File: config.mk
export PLATFORM = sky130hd
export DESIGN_NAME = running_median_depth_smoother
export DESIGN_NICKNAME = d
export VERILOG_FILES = /design/src/design/rmds_pkg.sv /design/src/design/running_median_depth_smoother.sv /design/src/design/rmds_cell.sv /design/src/design/rmds_smoother.sv
export SDC_FILE = /design/constraint.sdc
export NUM_CORES = 2
export LEC_CHECK = 0
export BUFFER_PORTS_ARGS = -buffer_cell sky130_fd_sc_hd__buf_2
export CORE_MARGIN = 5
export CORE_UTILIZATION = 50
export CTS_CLUSTER_SIZE = 30
export DETAILED_ROUTE_END_ITERATION = 7
export PLACE_DENSITY_LB_ADDON = 0.1
export SLEW_MARGIN = 10
export SYNTH_ARGS = -nofsm -noshare
export SYNTH_HDL_FRONTEND = slang
export SYNTH_SLANG_ARGS = --single-unit
File: constraint.sdc
create_clock -name clk -period 12.99 [get_ports clk]
set_input_delay 3.2475 -clock clk [delete_from_list [all_inputs] [get_ports clk]]
set_output_delay 3.2475 -clock clk [all_outputs]
set_load 0.02 [all_outputs]
File: src/design/rmds_pkg.sv
`default_nettype none

package rmds_pkg;

    localparam int SAMPLE_W     = 16;
    localparam int OUT_W        = 24;
    localparam int WEIGHT_W     = 9;
    // Ages run up to 31 for the longest supported window
    localparam int AGE_W        = 5;
    localparam int WEIGHT_ONE   = 256;
    localparam int WEIGHT_RESET = 179;

    // One sorted entry: sample and its age, 0 = newest
    typedef struct packed {
        logic [SAMPLE_W-1:0] val;
        logic [AGE_W-1:0]    age;
    } rmds_entry_t;

    // Data and control handed from one cell to the next one up the chain
    typedef struct packed {
        logic [SAMPLE_W-1:0] val;
        logic [AGE_W-1:0]    age;
        logic                valid;
        logic                goes_up;
        logic                evict_seen;
    } rmds_link_t;

endpackage

`default_nettype wire

File: src/design/running_median_depth_smoother.sv
// The accepted sample is registered in the hold stage and then in the smoother and
// output stage; a stall on the output can hold it in the hold stage in between.
// Throughput: one sample per cycle while the output is not stalled; the sorted
// cell chain inserts and evicts one entry per cycle and the smoother updates once.
// Reset clears the cell and stage valid bits, the smoothed value (to zero) and the
// weight (to 179); held samples need no clearing pass.
`default_nettype none

module running_median_depth_smoother #(
    parameter int WINDOW_LEN = 11
) (
    input  wire logic                          clk,
    input  wire logic                          rst_n,
    input  wire logic                          in_valid,
    output logic                               in_stall,
    input  wire logic [rmds_pkg::SAMPLE_W-1:0] depth_sample,
    output logic                               out_valid,
    input  wire logic                          out_stall,
    output logic      [rmds_pkg::OUT_W-1:0]    smoothed_depth,
    output logic                               window_full,
    input  wire logic                          cfg_wr_en,
    input  wire logic [rmds_pkg::WEIGHT_W-1:0] cfg_wr_data
);
    import rmds_pkg::*;

    localparam int NCELL   = WINDOW_LEN - 1;
    localparam int MED_IDX = WINDOW_LEN / 2;

    rmds_link_t          up_link [NCELL+1];
    rmds_entry_t         post    [NCELL+1];
    logic                in_fire;
    logic                out_fire;
    logic                smooth_fire;
    logic                full;
    logic [SAMPLE_W-1:0] chosen;

    logic [WEIGHT_W-1:0] weight_reg;
    logic                s1_vld_reg;
    logic [SAMPLE_W-1:0] s1_sample_reg;
    logic                s1_full_reg;
    logic                out_vld_reg;
    logic                out_full_reg;

    // Handshake
    assign smooth_fire = s1_vld_reg && (!out_vld_reg || !out_stall);
    assign in_stall    = s1_vld_reg && !smooth_fire;
    assign in_fire     = in_valid && !in_stall;
    assign out_fire    = out_vld_reg && !out_stall;

    // Bottom of the chain: always valid, nothing moves up from below
    assign up_link[0] = '{val: '0, age: '0, valid: 1'b1, goes_up: 1'b0, evict_seen: 1'b0};
    assign full       = up_link[NCELL].valid;

    // Past the top cell: the position that exists only after an insert
    always_comb
    begin
        if (up_link[NCELL].goes_up)
        begin
            post[NCELL].val = up_link[NCELL].val;
            post[NCELL].age = up_link[NCELL].age + AGE_W'(1);
        end
        else
        begin
            post[NCELL].val = depth_sample;
            post[NCELL].age = '0;
        end
    end

    genvar gi;
    generate
        for (gi = 0; gi < NCELL; gi++)
        begin : g_cell
            rmds_cell #(
                .WINDOW_LEN(WINDOW_LEN)
            ) u_cell (
                .clk       (clk),
                .rst_n     (rst_n),
                .step      (in_fire),
                .sample    (depth_sample),
                .full      (full),
                .below     (up_link[gi]),
                .above_post(post[gi+1]),
                .up_out    (up_link[gi+1]),
                .post_out  (post[gi])
            );
        end
    endgenerate

    // Median of the full window, else the raw sample
    assign chosen = full ? post[MED_IDX].val : depth_sample;

    // Weight register
    always_ff @(posedge clk or negedge rst_n)
    begin
        if (!rst_n)
        begin
            weight_reg <= WEIGHT_W'(WEIGHT_RESET);
        end
        else if (cfg_wr_en)
        begin
            weight_reg <= cfg_wr_data;
        end
    end

    // Hold the chosen sample until the smoother takes it
    always_ff @(posedge clk)
    begin
        if (in_fire)
        begin
            s1_sample_reg <= chosen;
            s1_full_reg   <= full;
        end
        if (smooth_fire)
        begin
            out_full_reg <= s1_full_reg;
        end
    end

    // Stage valid flags
    always_ff @(posedge clk or negedge rst_n)
    begin
        if (!rst_n)
        begin
            s1_vld_reg  <= 1'b0;
            out_vld_reg <= 1'b0;
        end
        else
        begin
            if (in_fire)
            begin
                s1_vld_reg <= 1'b1;
            end
            else if (smooth_fire)
            begin
                s1_vld_reg <= 1'b0;
            end
            if (smooth_fire)
            begin
                out_vld_reg <= 1'b1;
            end
            else if (out_fire)
            begin
                out_vld_reg <= 1'b0;
            end
        end
    end

    rmds_smoother u_smoother (
        .clk   (clk),
        .rst_n (rst_n),
        .load  (smooth_fire),
        .sample(s1_sample_reg),
        .weight(weight_reg),
        .value (smoothed_depth)
    );

    assign out_valid   = out_vld_reg;
    assign window_full = out_full_reg;

endmodule

`default_nettype wire

File: src/design/rmds_cell.sv
`default_nettype none

module rmds_cell #(
    parameter int WINDOW_LEN = 11
) (
    input  wire logic                          clk,
    input  wire logic                          rst_n,
    input  wire logic                          step,
    input  wire logic [rmds_pkg::SAMPLE_W-1:0] sample,
    input  wire logic                          full,
    input  wire rmds_pkg::rmds_link_t          below,
    input  wire rmds_pkg::rmds_entry_t         above_post,
    output rmds_pkg::rmds_link_t               up_out,
    output rmds_pkg::rmds_entry_t              post_out
);
    import rmds_pkg::*;

    logic [SAMPLE_W-1:0] val_reg;
    logic [AGE_W-1:0]    age_reg;
    logic                valid_reg;
    logic                goes_up;
    logic                evict_here;
    logic                evict_seen;
    rmds_entry_t         post;
    rmds_entry_t         entry_next;

    // Insert the new sample, then close the gap left by the oldest entry
    always_comb
    begin
        goes_up = !valid_reg || (sample < val_reg);
        if (below.goes_up)
        begin
            post.val = below.val;
            post.age = below.age + AGE_W'(1);
        end
        else if (goes_up)
        begin
            post.val = sample;
            post.age = '0;
        end
        else
        begin
            post.val = val_reg;
            post.age = age_reg + AGE_W'(1);
        end
        evict_here = full && (post.age == AGE_W'(WINDOW_LEN - 1));
        evict_seen = below.evict_seen || evict_here;
        entry_next = evict_seen ? above_post : post;
    end

    assign up_out.val        = val_reg;
    assign up_out.age        = age_reg;
    assign up_out.valid      = valid_reg;
    assign up_out.goes_up    = goes_up;
    assign up_out.evict_seen = evict_seen;
    assign post_out          = post;

    // Hold the entry, advance on each accepted sample
    always_ff @(posedge clk)
    begin
        if (step)
        begin
            val_reg <= entry_next.val;
            age_reg <= entry_next.age;
        end
    end

    // Fill upward one cell per sample
    always_ff @(posedge clk or negedge rst_n)
    begin
        if (!rst_n)
        begin
            valid_reg <= 1'b0;
        end
        else if (step)
        begin
            valid_reg <= below.valid;
        end
    end

endmodule

`default_nettype wire

File: src/design/rmds_smoother.sv
`default_nettype none

module rmds_smoother (
    input  wire logic                          clk,
    input  wire logic                          rst_n,
    input  wire logic                          load,
    input  wire logic [rmds_pkg::SAMPLE_W-1:0] sample,
    input  wire logic [rmds_pkg::WEIGHT_W-1:0] weight,
    output logic      [rmds_pkg::OUT_W-1:0]    value
);
    import rmds_pkg::*;

    localparam int PROD_W = OUT_W + WEIGHT_W;
    localparam int SUM_W  = PROD_W + 2;

    logic [OUT_W-1:0]      value_reg;
    logic [OUT_W-1:0]      value_next;
    logic [WEIGHT_W-1:0]   w_sat;
    logic [WEIGHT_W-1:0]   w_old;
    logic [PROD_W-1:0]     prod_old;
    logic [PROD_W-1:0]     prod_new;
    logic [SUM_W-1:0]      sum;

    // Blend old and new in Q8, round half up
    always_comb
    begin
        w_sat    = (weight > WEIGHT_W'(WEIGHT_ONE)) ? WEIGHT_W'(WEIGHT_ONE) : weight;
        w_old    = WEIGHT_W'(WEIGHT_ONE) - w_sat;
        prod_old = PROD_W'(value_reg) * PROD_W'(w_old);
        prod_new = PROD_W'({sample, 8'h00}) * PROD_W'(w_sat);
        sum      = SUM_W'(prod_old) + SUM_W'(prod_new) + SUM_W'(128);
        value_next = sum[OUT_W+7:8];
    end

    always_ff @(posedge clk or negedge rst_n)
    begin
        if (!rst_n)
        begin
            value_reg <= '0;
        end
        else if (load)
        begin
            value_reg <= value_next;
        end
    end

    assign value = value_reg;

endmodule

`default_nettype wire

==> impl_results.md <==
* Die footprint at 66140 µm²
* Cell count of the worst hold path at 0
* Floorplan core area at 60470 µm²
* Status: completed
* Total number of placement rows at 90
* Via count of the first global-routing pass at approximately 25000
* Category of the critical setup timing path: flip-flop to flip-flop
* Number of iterations in the first detailed-routing pass at 5
* Average detailed-routed wire length per instance at roughly 18 µm
* Most common flop cell mapped by yosys: edfxtp_1
* Number of antenna violations at the first check in global routing at 0
* GRT Total Usage at 0.2264
* Distinct cells, synth at 85
* Number of fillers in the final layout at 5575
* Number of register bits inferred by synthesis at 273
* Worst hold endpoint: window_full
* Register clock-pin slew on the reported worst setup and hold paths at about 0.060 ns
* Post-CTS setup buffer count at 0
* Maximum achievable frequency at around 110 MHz
* Synthesized area divided by synthesized cell count at 9.041 µm²
* Global-route wire length before repair at 124.4 mm
* Slew margin rel. at 0.2073
* Routed wire length at 75.12 mm
* Startpoint of the tightest hold check path: s1_full_reg
* Root cell of the clock tree: clkbuf_16
* Number of synthesized flops with an enable pin at 228
* Layout area overhead at 6.934%
* Worst Setup Start Kind: flip-flop
* Later-pin clock latency in the skew report at 0.56 ns
* Worst-case clock buffer depth at 3
* Share of the clock period used by the worst path at 0.7040
* Number of buffers inserted during clock tree synthesis at 36
* GRT overflow at 0
* Mapped cell area at 30550 µm²
* Worst min-delay path category: flip-flop to flip-flop
* Worst clock skew at 0.02427 ns
* Synth area leader: edfxtp_1
* Ys async rst share at 0.1648
* Flip-flop count of the largest register, all copies and words added at 160
* Worst Reg2Reg Path Length in Cells at 27
* Sequential area share after synthesis at 0.2612
* Placed wire-length estimate after detailed placement at 56.46 mm
* Final critical path time including I/O delays and setup at approximately 9.1 ns
* Share of Yosys cell area claimed by the top area cell type at 0.2241
* Largest fanout on the critical path at 41
* TritonCTS clock tree: done
* Sequential cell area at 7979 µm²
* WP data arrival at between 9 and 10 ns
* Antenna diode count at 0
* Setup slack on the worst flop-to-flop path at roughly 3.8 ns
* Total Negative Setup Slacks at 0 ns
* Pin count of the biggest net entering global routing at 80
* Die height at 257.2 µm
* CTS H-Tree Depth at 2
* Final layout net count at 3887
* # port buffers at 56
* Total area of multi-input combinational cells at 20150 µm²
* Element type at the critical path end: flip-flop
* Die width at 257.2 µm
* Syn nets at 3935
* Required time of the worst setup path at 13.44 ns
* Max-slew violation total from the final report at 0
* ANT nets after route at 0
* Routed vias/inst at 5.605
* Iteration-0 DRC Markers at 1291
* Max-cap violations at 0
* Cells after synthesis at 3379
* Starting density of the core at 0.5052
* Via count at between 20000 and 25000
* Post-detailed-route DRC marker count at 0
* I/O pin total at 57
* Capture point of the worst reg-to-reg path: u_smoother.value[23]
* Total count of hold-check failures in the final report at 0
* Setup repair after global routing missed its margin: false
* Yosys warning count at 0
* Number of hold buffers added after cts at 0
* Routability cong. at 0.8493
* Fraction of layout cells with a size suffix above 1 at 0.08127
* Cells resized by post-CTS repair at 0
* Top area cells in the synthesized netlist: edfxtp_1 (22%), fa_1 (18%), ha_1 (10%), inv_1 (5.7%), nand2_1 (4.8%)
* Actual transition at the worst max-transition pin at 1.159 ns
* Startpoint of the worst register-to-register path: weight_reg[8]
* Final setup violation count at 0
* Sinks on the clock net at 273
per-stage QoR:
stage / hold WS (ns) / setup WS (ns) / utilization / std cells / instance area [µm²]
final: 0.4149 / 3.845 / 0.5402 / 4141 / 32670
after global routing: 0.4370 / 3.249 / 0.5402 / 4141 / 32670
after CTS: 0.4164 / 3.790 / 0.5402 / 4141 / 32670
after detailed placement: 0.4045 / 3.823 / 0.5211 / 4075 / 31510
after global placement: 0.4079 / 3.956 / 0.5211 / 4075 / 31510
after floorplan: 0.4003 / 4.950 / - / 3379 / 30550
critical path: stages, from the launching register on:
cell and delay (ns):
dfrtp_1 0.36, buf_4 0.23, nor2b_4 0.83, inv_1 0.34
ha_1 0.37, xnor2_2 0.54, buf_4 0.32, nand2_1 0.09
fa_1 0.50, inv_1 0.06, fa_1 0.49, fa_1 0.52
fa_1 0.54, inv_1 0.05, fa_1 0.53, inv_1 0.04
ha_1 0.22, a2111oi_0 0.37, o21ai_0 0.21, o2111ai_1 0.42
o211ai_1 0.26, a41oi_1 0.39, a31oi_1 0.23, a221o_1 0.45
o21ai_0 0.25, nor2_1 0.09, mux2i_1 0.12, o22a_1 0.18
final cells by class:
cell class | count | share of cell area
multi-input combinational | 2449 | 0.6169
clock buffer | 48 | 0.02991
timing repair buffer | 104 | 0.01961
tap | 782 | 0.02995
clock inverter | 18 | 0.005477
sequential | 273 | 0.2442
inverter | 467 | 0.05389
cell families (layout without fill, tap and decap cells):
family | Yosys count | in the layout | synth area share
AND/OR/NAND/NOR | 1002 | 1002 | 0.1547
buffers and inverters | 657 | 637 | 0.08228
AO/OA/AOI/OAI | 654 | 654 | 0.1299
adder cells (fa/ha/maj) | 526 | 526 | 0.2830
flip-flops | 273 | 273 | 0.2612
multiplexers | 185 | 185 | 0.06549
XOR/XNOR | 82 | 82 | 0.02351
cells in the mapped netlist, drive strengths merged, types with 9 or more instances:
cell type  number
a21o           67
buf            60
nor3           18
xnor2          48
and3            9
nand4          15
a21oi         241
o211ai         25
nor2b          42
edfxtp        228
clkbuf        130
nand3          45
a22oi          11
mux2i         102
o21ai         178
and2          190
mux2           83
a221oi          9
nand2b         22
a211oi         13
o21a           10
a31oi          27
fa            275
dfrtp          40
xor2           34
nand2         393
inv           467
ha            251
nor2          232
cells in the final DEF (no fill, tap or decap), types with 12 or more instances in the layout:
cell type / netlist / final
a31oi_1: 25 / 25
and2_1: 189 / 189
o211ai_1: 24 / 24
ha_1: 251 / 251
mux2i_1: 102 / 102
a21o_1: 67 / 67
a21oi_1: 241 / 239
nand4_1: 15 / 15
nand2_1: 392 / 390
o21ai_0: 176 / 176
fa_1: 275 / 275
xor2_1: 34 / 34
nor2b_1: 42 / 41
xnor2_1: 48 / 47
inv_1: 467 / 466
dfrtp_1: 40 / 40
mux2_2: 67 / 67
buf_4: 4 / 48
edfxtp_1: 228 / 228
mux2_4: 12 / 12
clkbuf_16: 0 / 37
a211oi_1: 13 / 12
nor2_1: 231 / 230
nand3_1: 45 / 45
nor3_1: 17 / 17
nand2b_1: 22 / 22
buf_2: 7 / 56
routing by layer:
layer	share of wire	track usage	vias to the layer above
li1	-	-	11160
met1	0.42	0.2775	11490
met3	0.038	0.02902	127
met2	0.52	0.4180	429
met4	0.025	0.06517	0
met5	0	0	-
worst max path at each step:
stage | to | depth (start not counted) | start | slack [ns]
finish | u_smoother.value[23] | 27 | weight_reg[8] | 3.85
global route | u_smoother.value[23] | 27 | weight_reg[8] | 3.25
CTS | u_smoother.value[23] | 27 | weight_reg[8] | 3.79
detailed placement | u_smoother.value[23] | 27 | weight_reg[8] | 3.82
global placement | u_smoother.value[23] | 27 | weight_reg[8] | 3.96
floorplan | g_cell[6].u_cell.valid_reg | 5 | out_stall | 4.95
Power is left out: the tool's default activity adds up to more than one toggle a clock period on the data nets, which glitch-free logic cannot reach.
